==> src/rtl/itf_pkg.sv <==
// Package for the integer-to-text formatter: word types, conversion codes,
// flag positions, ASCII constants and the digit-to-character function.
// No dependencies.
package itf_pkg;

   typedef struct packed {
      logic [63:0]       value_bits;
      logic [1:0]        operand_size;
      logic [2:0]        conversion;
      logic [4:0]        format_flags;
      logic [6:0]        field_width;
      logic signed [7:0] digit_precision;
   } req_type;

   typedef struct packed {
      logic [63:0] text_chars;
      logic [3:0]  char_count;
      logic        last_beat;
   } rsp_type;

   // Conversion codes
   localparam logic [2:0] CONV_SDEC  = 3'd0;
   localparam logic [2:0] CONV_UDEC  = 3'd1;
   localparam logic [2:0] CONV_HEXL  = 3'd2;
   localparam logic [2:0] CONV_HEXU  = 3'd3;
   localparam logic [2:0] CONV_OCT   = 3'd4;
   localparam logic [2:0] CONV_BIN   = 3'd5;
   localparam logic [2:0] CONV_PTR   = 3'd6;
   // Reserved code, formatted as unsigned decimal
   localparam logic [2:0] CONV_RSVD  = 3'd7;

   // Flag bit positions
   localparam int FMTBIT_LEFT  = 0;
   localparam int FMTBIT_PLUS  = 1;
   localparam int FMTBIT_SPACE = 2;
   localparam int FMTBIT_ZPAD  = 3;
   localparam int FMTBIT_ALT   = 4;

   // ASCII characters
   localparam logic [7:0] CH_NONE  = 8'h00;
   localparam logic [7:0] CH_SPACE = 8'h20;
   localparam logic [7:0] CH_PLUS  = 8'h2B;
   localparam logic [7:0] CH_MINUS = 8'h2D;
   localparam logic [7:0] CH_ZERO  = 8'h30;
   localparam logic [7:0] CH_UX    = 8'h58;
   localparam logic [7:0] CH_LB    = 8'h62;
   localparam logic [7:0] CH_LX    = 8'h78;

   // Map one digit value to its character, lower or upper case
   function automatic logic [7:0] digit_char(logic [3:0] d, logic upper);
      logic [7:0] r;
      if (d < 4'd10) begin
         r = CH_ZERO + {4'h0, d};
      end else if (upper) begin
         r = 8'h37 + {4'h0, d};
      end else begin
         r = 8'h57 + {4'h0, d};
      end
      return r;
   endfunction

endpackage

==> src/rtl/integer_to_text_formatter_top.sv <==
// Integer-to-text formatter: top level and its sequencer.
// Depends on itf_pkg (word types, codes, digit_char).
//
// Usage: the req channel takes one word per number: the operand, its size,
// the conversion, flags, field width and precision. The rsp channel returns
// the formatted text as beats of up to CHARS_PER_BEAT characters, first
// character in the lowest byte, unused bytes zero, last_beat on the final
// beat. An empty text gives one beat with char_count 0 and last_beat set.
// Both channels use valid/ready; req_ready is high only when idle.
// Per number: a setup step, then for decimal one double-dabble step per
// operand bit (8, 16, 32 or 64), then one digit per cycle from the shared
// digit extractor, a layout step, then one character per cycle (at most
// MAX_FIELD + 2) into the beat register, pausing while a full beat waits to
// be handed over.
// A stalled receiver holds the current beat in the output register and
// halts character generation until it is taken. Synchronous reset returns
// the block to idle with no beat pending.
module integer_to_text_formatter_top #(
   parameter int VALUE_BITS     = 64,
   parameter int MAX_FIELD      = 64,
   parameter int CHARS_PER_BEAT = 8
) (
   input  logic            clock,
   input  logic            reset,
   input  logic            req_valid,
   output logic            req_ready,
   input  itf_pkg::req_type req_payload,
   output logic            rsp_valid,
   input  logic            rsp_ready,
   output itf_pkg::rsp_type rsp_payload
);

   localparam int DIG_MAX = (VALUE_BITS > 16) ? VALUE_BITS : 16;
   localparam int BCD_N   = VALUE_BITS / 3 + 1;
   localparam int BCD_W   = 4 * BCD_N;
   localparam int WW      = (BCD_W > 64) ? BCD_W : 64;
   localparam int CNT_RAW = $clog2(MAX_FIELD + DIG_MAX + 4);
   localparam int CNT_W   = (CNT_RAW > 8) ? CNT_RAW : 8;
   localparam int ND_W    = $clog2(DIG_MAX + 1);
   localparam int BIT_W   = $clog2(VALUE_BITS + 1);
   localparam int DGB_W   = 4 * DIG_MAX;

   typedef enum logic [2:0] {
      ST_IDLE, ST_PREP, ST_CONV, ST_DIG, ST_LAYOUT, ST_EMIT
   } state_type;

   state_type              state_ff, state_in;
   itf_pkg::req_type       req_ff, req_in;
   logic [VALUE_BITS-1:0]  src_ff, src_in;
   logic [WW-1:0]          w_ff, w_in;
   logic [BIT_W-1:0]       step_ff, step_in;
   logic [DGB_W-1:0]       dg_ff, dg_in;
   logic [ND_W-1:0]        ndx_ff, ndx_in;
   logic                   neg_ff, neg_in;
   logic                   iszero_ff, iszero_in;
   logic [CNT_W-1:0]       lpad_ff, lpad_in;
   logic [CNT_W-1:0]       rpad_ff, rpad_in;
   logic [CNT_W-1:0]       zeros_ff, zeros_in;
   logic [CNT_W-1:0]       nd_ff, nd_in;
   logic [CNT_W-1:0]       len_ff, len_in;
   logic [7:0]             sign_ff, sign_in;
   logic [1:0]             plen_ff, plen_in;
   logic [15:0]            pre_ff, pre_in;
   logic [63:0]            beat_ff, beat_in;
   logic [3:0]             cnt_ff, cnt_in;
   logic                   last_ff, last_in;
   logic                   valid_ff, valid_in;

   // Operand preparation
   logic [7:0]            raw_bits;
   logic [BIT_W-1:0]      bits_c;
   logic [VALUE_BITS-1:0] v_c, mask_c, msb_c, x_c, mag_c;
   logic                  neg_c;
   logic                  is_dec;

   always_comb begin
      raw_bits = 8'd8 << req_ff.operand_size;
      bits_c   = (raw_bits > VALUE_BITS) ? BIT_W'(VALUE_BITS) : BIT_W'(raw_bits);
      v_c      = req_ff.value_bits[VALUE_BITS-1:0];
      mask_c   = {VALUE_BITS{1'b1}} >> (BIT_W'(VALUE_BITS) - bits_c);
      msb_c    = mask_c ^ (mask_c >> 1);
      x_c      = v_c & mask_c;
      neg_c    = (req_ff.conversion == itf_pkg::CONV_SDEC) && (|(x_c & msb_c));
      mag_c    = neg_c ? ((~x_c + 1'b1) & mask_c) : x_c;
      is_dec   = (req_ff.conversion == itf_pkg::CONV_SDEC) ||
                 (req_ff.conversion == itf_pkg::CONV_UDEC) ||
                 (req_ff.conversion == itf_pkg::CONV_RSVD);
   end

   // Double-dabble correction: add three to every BCD digit of five or more
   logic [BCD_W-1:0] adj_c;
   always_comb begin
      for (int i = 0; i < BCD_N; i++) begin
         adj_c[4*i +: 4] = (w_ff[4*i +: 4] >= 4'd5) ? (w_ff[4*i +: 4] + 4'd3)
                                                     : w_ff[4*i +: 4];
      end
   end

   // Digit extractor: take the low digit and shift the work value down
   logic [3:0]    dig_c;
   logic [WW-1:0] wsh_c;
   always_comb begin
      case (req_ff.conversion)
         itf_pkg::CONV_BIN: begin
            dig_c = {3'b000, w_ff[0]};
            wsh_c = w_ff >> 1;
         end
         itf_pkg::CONV_OCT: begin
            dig_c = {1'b0, w_ff[2:0]};
            wsh_c = w_ff >> 3;
         end
         default: begin
            dig_c = w_ff[3:0];
            wsh_c = w_ff >> 4;
         end
      endcase
   end

   // Layout of the text segments
   logic             left_c, has_prec, zfill_c, is_ptr;
   logic [CNT_W-1:0] fw_c, width_c, pr_c, prec_c, ndr_c, nde_c, zer_c, body_c, pad_c;
   logic [7:0]       sgn_c;
   logic [1:0]       pl_c;
   logic [15:0]      pr16_c;
   always_comb begin
      is_ptr   = (req_ff.conversion == itf_pkg::CONV_PTR);
      left_c   = req_ff.format_flags[itf_pkg::FMTBIT_LEFT];
      has_prec = !req_ff.digit_precision[7];
      fw_c     = CNT_W'(req_ff.field_width);
      width_c  = (fw_c > CNT_W'(MAX_FIELD)) ? CNT_W'(MAX_FIELD) : fw_c;
      pr_c     = CNT_W'(req_ff.digit_precision[6:0]);
      prec_c   = (pr_c > CNT_W'(MAX_FIELD)) ? CNT_W'(MAX_FIELD) : pr_c;
      ndr_c    = CNT_W'(ndx_ff);
      nde_c    = (has_prec && prec_c == '0 && iszero_ff) ? '0 : ndr_c;
      zer_c    = (has_prec && prec_c > nde_c) ? prec_c - nde_c : '0;
      sgn_c    = itf_pkg::CH_NONE;
      if (req_ff.conversion == itf_pkg::CONV_SDEC) begin
         if (neg_ff) begin
            sgn_c = itf_pkg::CH_MINUS;
         end else if (req_ff.format_flags[itf_pkg::FMTBIT_PLUS]) begin
            sgn_c = itf_pkg::CH_PLUS;
         end else if (req_ff.format_flags[itf_pkg::FMTBIT_SPACE]) begin
            sgn_c = itf_pkg::CH_SPACE;
         end
      end
      pl_c   = 2'd0;
      pr16_c = 16'h0000;
      if (req_ff.format_flags[itf_pkg::FMTBIT_ALT]) begin
         if ((req_ff.conversion == itf_pkg::CONV_HEXL ||
              req_ff.conversion == itf_pkg::CONV_HEXU) && !iszero_ff) begin
            pl_c   = 2'd2;
            pr16_c = {(req_ff.conversion == itf_pkg::CONV_HEXU) ? itf_pkg::CH_UX
                                                                 : itf_pkg::CH_LX,
                      itf_pkg::CH_ZERO};
         end else if (req_ff.conversion == itf_pkg::CONV_BIN && !iszero_ff) begin
            pl_c   = 2'd2;
            pr16_c = {itf_pkg::CH_LB, itf_pkg::CH_ZERO};
         end else if (req_ff.conversion == itf_pkg::CONV_OCT && zer_c == '0 &&
                      (!iszero_ff || nde_c == '0)) begin
            pl_c   = 2'd1;
            pr16_c = {itf_pkg::CH_NONE, itf_pkg::CH_ZERO};
         end
      end
      body_c  = nde_c + zer_c + CNT_W'(sgn_c != itf_pkg::CH_NONE) + CNT_W'(pl_c);
      pad_c   = (width_c > body_c) ? width_c - body_c : '0;
      zfill_c = req_ff.format_flags[itf_pkg::FMTBIT_ZPAD] && !left_c && !has_prec;
   end

   // Character selection for the next character of the text
   logic [7:0] ch_c;
   always_comb begin
      if (lpad_ff != '0) begin
         ch_c = itf_pkg::CH_SPACE;
      end else if (sign_ff != itf_pkg::CH_NONE) begin
         ch_c = sign_ff;
      end else if (plen_ff != 2'd0) begin
         ch_c = pre_ff[7:0];
      end else if (zeros_ff != '0) begin
         ch_c = itf_pkg::CH_ZERO;
      end else if (nd_ff != '0) begin
         ch_c = itf_pkg::digit_char(dg_ff[DGB_W-1 -: 4],
                                    req_ff.conversion == itf_pkg::CONV_HEXU);
      end else begin
         ch_c = itf_pkg::CH_SPACE;
      end
   end

   // Sequencer next state
   always_comb begin
      state_in  = state_ff;
      req_in    = req_ff;
      src_in    = src_ff;
      w_in      = w_ff;
      step_in   = step_ff;
      dg_in     = dg_ff;
      ndx_in    = ndx_ff;
      neg_in    = neg_ff;
      iszero_in = iszero_ff;
      lpad_in   = lpad_ff;
      rpad_in   = rpad_ff;
      zeros_in  = zeros_ff;
      nd_in     = nd_ff;
      len_in    = len_ff;
      sign_in   = sign_ff;
      plen_in   = plen_ff;
      pre_in    = pre_ff;
      beat_in   = beat_ff;
      cnt_in    = cnt_ff;
      last_in   = last_ff;
      valid_in  = valid_ff;

      unique case (state_ff)
         ST_IDLE: begin
            if (req_valid) begin
               req_in   = req_payload;
               state_in = ST_PREP;
            end
         end
         ST_PREP: begin
            neg_in    = neg_c;
            iszero_in = (mag_c == '0);
            ndx_in    = '0;
            if (is_ptr) begin
               w_in     = WW'(v_c);
               state_in = ST_DIG;
            end else if (is_dec) begin
               w_in     = '0;
               src_in   = mag_c << (BIT_W'(VALUE_BITS) - bits_c);
               step_in  = bits_c;
               state_in = ST_CONV;
            end else begin
               w_in     = WW'(mag_c);
               state_in = ST_DIG;
            end
         end
         ST_CONV: begin
            // Shift one operand bit into the corrected BCD digits
            w_in    = WW'({adj_c[BCD_W-2:0], src_ff[VALUE_BITS-1]});
            src_in  = src_ff << 1;
            step_in = step_ff - 1'b1;
            if (step_ff == BIT_W'(1)) begin
               state_in = ST_DIG;
            end
         end
         ST_DIG: begin
            // Push the digit in at the top; the most significant ends on top
            dg_in  = {dig_c, dg_ff[DGB_W-1:4]};
            w_in   = wsh_c;
            ndx_in = ndx_ff + 1'b1;
            if (is_ptr ? (ndx_ff == ND_W'(15))
                       : (wsh_c == '0 || ndx_ff == ND_W'(DIG_MAX - 1))) begin
               state_in = ST_LAYOUT;
            end
         end
         ST_LAYOUT: begin
            beat_in  = '0;
            cnt_in   = 4'd0;
            valid_in = 1'b0;
            if (is_ptr) begin
               lpad_in  = '0;
               rpad_in  = '0;
               zeros_in = '0;
               sign_in  = itf_pkg::CH_NONE;
               plen_in  = 2'd2;
               pre_in   = {itf_pkg::CH_LX, itf_pkg::CH_ZERO};
               nd_in    = CNT_W'(16);
               len_in   = CNT_W'(18);
            end else begin
               lpad_in  = (left_c || zfill_c) ? '0 : pad_c;
               rpad_in  = left_c ? pad_c : '0;
               zeros_in = zfill_c ? zer_c + pad_c : zer_c;
               sign_in  = sgn_c;
               plen_in  = pl_c;
               pre_in   = pr16_c;
               nd_in    = nde_c;
               len_in   = body_c + pad_c;
            end
            state_in = ST_EMIT;
         end
         ST_EMIT: begin
            if (valid_ff) begin
               // Hold the beat until the receiver takes it
               if (rsp_ready) begin
                  valid_in = 1'b0;
                  beat_in  = '0;
                  cnt_in   = 4'd0;
                  if (last_ff) begin
                     state_in = ST_IDLE;
                  end
               end
            end else if (len_ff == '0) begin
               // Empty text: one beat with no characters
               valid_in = 1'b1;
               last_in  = 1'b1;
            end else begin
               for (int i = 0; i < CHARS_PER_BEAT; i++) begin
                  if (cnt_ff == 4'(i)) begin
                     beat_in[8*i +: 8] = ch_c;
                  end
               end
               cnt_in = cnt_ff + 4'd1;
               len_in = len_ff - 1'b1;
               if (lpad_ff != '0) begin
                  lpad_in = lpad_ff - 1'b1;
               end else if (sign_ff != itf_pkg::CH_NONE) begin
                  sign_in = itf_pkg::CH_NONE;
               end else if (plen_ff != 2'd0) begin
                  plen_in = plen_ff - 2'd1;
                  pre_in  = pre_ff >> 8;
               end else if (zeros_ff != '0) begin
                  zeros_in = zeros_ff - 1'b1;
               end else if (nd_ff != '0) begin
                  nd_in = nd_ff - 1'b1;
                  dg_in = dg_ff << 4;
               end else begin
                  rpad_in = rpad_ff - 1'b1;
               end
               if (len_ff == CNT_W'(1) || (cnt_ff + 4'd1) == 4'(CHARS_PER_BEAT)) begin
                  valid_in = 1'b1;
                  last_in  = (len_ff == CNT_W'(1));
               end
            end
         end
         default: begin
            state_in = ST_IDLE;
         end
      endcase
   end

   // Hold state and registered outputs
   always_ff @(posedge clock) begin
      if (reset) begin
         state_ff <= ST_IDLE;
         valid_ff <= 1'b0;
      end else begin
         state_ff <= state_in;
         valid_ff <= valid_in;
      end
      req_ff    <= req_in;
      src_ff    <= src_in;
      w_ff      <= w_in;
      step_ff   <= step_in;
      dg_ff     <= dg_in;
      ndx_ff    <= ndx_in;
      neg_ff    <= neg_in;
      iszero_ff <= iszero_in;
      lpad_ff   <= lpad_in;
      rpad_ff   <= rpad_in;
      zeros_ff  <= zeros_in;
      nd_ff     <= nd_in;
      len_ff    <= len_in;
      sign_ff   <= sign_in;
      plen_ff   <= plen_in;
      pre_ff    <= pre_in;
      beat_ff   <= beat_in;
      cnt_ff    <= cnt_in;
      last_ff   <= last_in;
   end

   assign req_ready              = (state_ff == ST_IDLE);
   assign rsp_valid              = valid_ff;
   assign rsp_payload.text_chars = beat_ff;
   assign rsp_payload.char_count = cnt_ff;
   assign rsp_payload.last_beat  = last_ff;

endmodule

==> config.mk <==
export PLATFORM = sky130hd
export DESIGN_NAME = integer_to_text_formatter_top
export DESIGN_NICKNAME = d
export VERILOG_FILES = /design/src/rtl/itf_pkg.sv /design/src/rtl/integer_to_text_formatter_top.sv
export SDC_FILE = /design/constraint.sdc
export NUM_CORES = 2
export LEC_CHECK = 0
export BUFFER_PORTS_ARGS = -buffer_cell sky130_fd_sc_hd__buf_2
export CAP_MARGIN = 20
export CORE_MARGIN = 4
export CORE_UTILIZATION = 53
export CTS_CLUSTER_DIAMETER = 200
export DETAILED_ROUTE_END_ITERATION = 12
export HOLD_SLACK_MARGIN = 0.12
export PLACE_DENSITY = 0.69
export SLEW_MARGIN = 20
export SYNTH_ARGS = -nofsm -noshare
export SYNTH_HDL_FRONTEND = slang
export SYNTH_SLANG_ARGS = --single-unit
==> constraint.sdc <==
create_clock -name clock -period 53.1 [get_ports clock]
set_input_delay 7.965 -clock clock [delete_from_list [all_inputs] [get_ports clock]]
set_output_delay 7.965 -clock clock [all_outputs]
set_load 0.05 [all_outputs]
==> impl_metrics.xml <==
<?xml version="1.0" encoding="UTF-8"?>
<metrics>
  <group name="floorplan">
    <metric name="pin_count" unit="">164</metric>
    <metric name="die_area" unit="um^2">71010</metric>
    <metric name="placement_rows" unit="">94</metric>
    <metric name="die_h" unit="um">266.5</metric>
    <metric name="core" unit="um^2">65980</metric>
    <metric name="dieWidth" unit="um">266.5</metric>
    <metric name="initial_utilization" unit="%">53.67</metric>
  </group>
  <group name="run">
    <metric name="max_cap_viol_count" unit="">0</metric>
  </group>
  <group name="clocking">
    <metric name="holdBufCountCts" unit="">0</metric>
    <metric name="cts_root_buf" unit="">clkbuf_16</metric>
    <metric name="cts_inserted_buffers" unit="">71</metric>
    <metric name="cts-resized-gates" unit="">0</metric>
    <metric name="clock_tree.buffer_depth" unit="">3</metric>
    <metric name="clk-insertion-delay-late" unit="ns">0.63</metric>
    <metric name="post_cts_buffers" unit="">0</metric>
    <metric name="worst_setup_hold_path_clk_slew" unit="ns">0.06</metric>
    <metric name="cts.sink_count" unit="">625</metric>
    <metric name="cts_tree" unit="">yes</metric>
    <metric name="htree_levels" unit="">3</metric>
  </group>
  <group name="detailed_routing">
    <metric name="detail_route.iter0.violations" unit="">3047</metric>
    <metric name="route.detailed.wl_per_inst" unit="um">19.34</metric>
    <metric name="routed_wl" unit="um">88720</metric>
    <metric name="final_antenna_net_count" unit="">0</metric>
    <metric name="post_detailed_route_drc_marker_count" unit="">0</metric>
    <metric name="routed-via-count" unit="">27177</metric>
    <metric name="detailedRoute.firstPassIterationCount" unit="">5</metric>
    <metric name="post_drt_via_cell_ratio" unit="">5.926</metric>
  </group>
  <group name="setup_path">
    <metric name="worst_setup_path_start_kind" unit="">register</metric>
    <metric name="worst_r2r_path_depth" unit="">35</metric>
    <metric name="critical_path.slowest_cell" unit="">dfxtp_4</metric>
    <metric name="crit_cells" unit="">2</metric>
    <metric name="setup.worst_path.end_class" unit="">primary output</metric>
    <metric name="cp_cell_sequence" unit="">nor3_1 -&gt; buf_2</metric>
    <metric name="r2r_start" unit="">pr_c[6]$_DFFE_PP_</metric>
    <metric name="timing.critical_path.arrival" unit="ns">1.97</metric>
    <metric name="critical_path_class" unit="">register to primary output</metric>
    <metric name="critical_path_peak_fanout" unit="">79</metric>
    <metric name="timing.reg2reg.setup_slack" unit="ns">44.20</metric>
    <metric name="worstSetupStartpoint" unit="">state_ff[0]$_SDFFE_PP0P_</metric>
    <metric name="cp_top_family" unit="">flip-flops</metric>
    <metric name="critical_path.max_stage_delay" unit="ns">0.56</metric>
    <metric name="worst-endpoint-required" unit="ns">45.14</metric>
    <metric name="cp_num_buf_inv" unit="">1</metric>
  </group>
  <group name="timing">
    <metric name="period_minus_slack" unit="ns">9.938</metric>
    <metric name="maxSlewViolCount" unit="">0</metric>
    <metric name="rsz0062_at_grt" unit="">false</metric>
    <metric name="max_freq" unit="GHz">0.1006</metric>
    <metric name="setup-violations-final" unit="">0</metric>
    <metric name="fin_worst_skew" unit="ns">0.03464</metric>
    <metric name="tightest_slew" unit="ns">1.157</metric>
    <metric name="totalNegativeSetupSlack" unit="ns">0</metric>
    <metric name="finalHoldViolations" unit="">0</metric>
    <metric name="relSlewSlack" unit="%">22.85</metric>
    <metric name="final.period_utilization" unit="%">18.72</metric>
  </group>
  <group name="logic_synthesis">
    <metric name="yosys.area_share.adder" unit="%">3.873</metric>
    <metric name="ys_ff_latch" unit="">625</metric>
    <metric name="mean_cell_area_of_the_mapped_netlist" unit="um^2">9.811</metric>
    <metric name="post_synthesis_compound_gate_area_fraction" unit="%">12.39</metric>
    <metric name="muxShareOfSynthArea" unit="%">4.777</metric>
    <metric name="netlist-cell-type-count" unit="">85</metric>
    <metric name="post_synth_inst_count" unit="">3609</metric>
    <metric name="synthesis.yosys.warnings" unit="">0</metric>
    <metric name="synthArstFlopShare" unit="%">0</metric>
    <metric name="synthesized_area_fraction_occupied_by_xor_and_xnor_cells" unit="%">3.389</metric>
    <metric name="synth-edff-count" unit="">621</metric>
    <metric name="ys_seq_area_share" unit="%">52.89</metric>
    <metric name="combinational_family_with_the_most_area_after_synthesis" unit="">simple AND/OR/NAND/NOR gates</metric>
    <metric name="synth-simple-area-share" unit="%">19.11</metric>
    <metric name="dominantRegCellSynth" unit="">edfxtp_1</metric>
    <metric name="synth.cell_area" unit="um^2">35410</metric>
  </group>
  <group name="pwr">
    <metric name="irDropWorstVdd" unit="mV">0.03669</metric>
    <metric name="power.static_leakage" unit="nW">15.06</metric>
    <metric name="power.clock.fraction" unit="%">20.0</metric>
    <metric name="pwr-share-seq" unit="%">38.4</metric>
    <metric name="power.density_cell_area" unit="nW/um^2">60.64</metric>
    <metric name="switching_share" unit="%">40.49</metric>
    <metric name="power.share.combinational" unit="%">41.6</metric>
    <metric name="netSwitchingPower" unit="uW">959.4</metric>
    <metric name="design_power_total" unit="mW">2.369</metric>
    <metric name="internal-power" unit="mW">1.410</metric>
  </group>
  <group name="status">
    <metric name="status" unit="">finished, final reports clean</metric>
  </group>
  <group name="layout">
    <metric name="final_nets" unit="">3868</metric>
    <metric name="final_cell_count_no_fill" unit="">4586</metric>
    <metric name="area_growth_syn_to_layout" unit="%">10.35</metric>
    <metric name="final_layout_size_suffix_gt1_share" unit="%">10.16</metric>
    <metric name="insertedDiodeCount" unit="">0</metric>
    <metric name="most-common-layout-cells" unit="">959 x nand2_1, 621 x edfxtp_1, 270 x nor2_1</metric>
    <metric name="filler_cell_count" unit="">5634</metric>
    <metric name="layout.cells.most_common" unit="">nand2_1</metric>
  </group>
  <group name="placed_design">
    <metric name="detailedPlacementHpwl" unit="um">58810</metric>
    <metric name="finalWeightedCongestion" unit="">0.9740</metric>
    <metric name="io_buffers" unit="">155</metric>
    <metric name="dpl.cell_count" unit="">4459</metric>
  </group>
  <group name="global_routing">
    <metric name="antenna_violations_before_repair" unit="">0</metric>
    <metric name="number_of_global_route_vias_before_repair" unit="">24663</metric>
    <metric name="overflow" unit="">0</metric>
    <metric name="grt_start_max_net_pins" unit="">263</metric>
    <metric name="grt_first_pass_wirelength" unit="um">137900</metric>
    <metric name="track_usage" unit="%">24.23</metric>
  </group>
  <group name="hold_path">
    <metric name="min-delay-start" unit="">pre_ff[9]$_SDFFCE_PP0P_</metric>
    <metric name="min_path_cells" unit="">1</metric>
    <metric name="timing.hold.worst.class" unit="">register to register</metric>
  </group>
</metrics>
[cells in the mapped netlist, types with 8 or more instances]
master | count | area [um^2]
nand3b_1 | 8 | 60.06
nor3b_1 | 30 | 225.2
a31oi_1 | 32 | 200.2
a211oi_1 | 42 | 315.3
o31ai_1 | 17 | 127.6
mux2_2 | 46 | 518.0
edfxtp_1 | 621 | 18650
and2_1 | 20 | 125.1
nand4_1 | 18 | 112.6
o211ai_1 | 23 | 172.7
o22ai_1 | 31 | 193.9
a22o_1 | 27 | 236.5
nor2b_1 | 27 | 168.9
nand2_1 | 961 | 3607
buf_1 | 15 | 56.30
inv_1 | 102 | 382.9
buf_2 | 16 | 80.08
a21oi_1 | 214 | 1071
a41oi_1 | 11 | 96.34
o21ai_0 | 159 | 795.8
nor4_1 | 32 | 200.2
a221oi_1 | 37 | 324.1
clkbuf_1 | 171 | 641.9
mux2i_1 | 115 | 1151
ha_1 | 100 | 1251
a21o_1 | 13 | 97.59
or2_2 | 11 | 68.82
buf_4 | 10 | 75.07
or3_1 | 24 | 150.1
xor2_1 | 45 | 394.1
xnor2_1 | 92 | 805.8
nor2_1 | 275 | 1032
and3_1 | 12 | 75.07
or4_1 | 11 | 82.58
a2111oi_0 | 8 | 70.07
o21a_1 | 9 | 67.56
nand2b_1 | 36 | 225.2
nor3_1 | 55 | 275.3
nand3_1 | 24 | 120.1
[worst register-to-register path, delay by kind of cell, from the launching register on]
family	cells	cell delay (ns)
compound gates	14	3.42
fa+ha+maj	6	1.90
buf+inv	2	0.19
simple gates	11	2.36
xor+xnor	2	0.29
flops	1	0.51
[metal layers]
layer,vias to the layer above,wire [um],track usage [%],part of all wire [%]
met1,12734,40100,36.85,45
met5,-,0,0,0
li1,13025,-,-,-
met4,0,3264,8.481,3.7
met3,205,7348,3.844,8.3
met2,1213,38000,35.47,43
[cells by family after synthesis]
family,count (synthesis)
flops,625
mux,162
compound gates,693
fa+ha+maj,106
simple gates,1568
xor+xnor,137
other cells,1
buf+inv,317
[power by group through the flow]
stage               Combinational (mW)  Sequential [mW]  Clock, mW
floorplan                        0.733            0.921          0
global placement                 0.955            0.909          0
detailed placement               0.969            0.912          0
CTS                              0.975            0.904      0.487
global route                      1.09            0.927      0.508
finish                           0.985            0.910      0.475
[final cells by class]
type	instances	area (um^2)	area share [%]
clock buffer	84	1847	4.726
clock inverter	42	384.1	0.9830
inverter	103	386.6	0.9894
multi-input combinational	2674	15520	39.71
sequential	625	18730	47.94
tap	864	1081	2.767
timing repair buffer	194	1126	2.882
[metrics by stage]
step | hold WS, ns | instance area, um^2 | utilization, % | worst slack, ns
floorplan | 0.4836 | 35440 | - | 32.03
global placement | 0.4861 | 36820 | 55.80 | 43.47
detailed placement | 0.4993 | 36820 | 55.80 | 43.44
CTS | 0.4868 | 39050 | 59.18 | 43.11
global route | 0.5262 | 39080 | 59.22 | 43.03
finish | 0.4881 | 39080 | 59.22 | 43.16
[worst paths after layout]
check,endpoint
max,req_ready
min,pre_ff[1]$_SDFFCE_PN0P_
max reg2reg,zeros_ff[7]$_DFFE_PP_
min reg2reg,pre_ff[1]$_SDFFCE_PN0P_
[state kept, by name (all words and copies together) (netlist names), 7 cells and up]
| name | count |
|---|---|
| step_ff | 7 |
| beat_ff | 56 |
| req_ff | 10 |
| zeros_ff | 8 |
| lpad_ff | 8 |
| pre_ff | 9 |
| dg_ff | 256 |
| src_ff | 64 |
| w_ff | 88 |
| pr_c | 7 |
| v_c | 64 |
| nd_ff | 8 |
| len_ff | 8 |
| ndx_ff | 7 |
| fw_c | 7 |
Power figures use the tool's default switching activity.
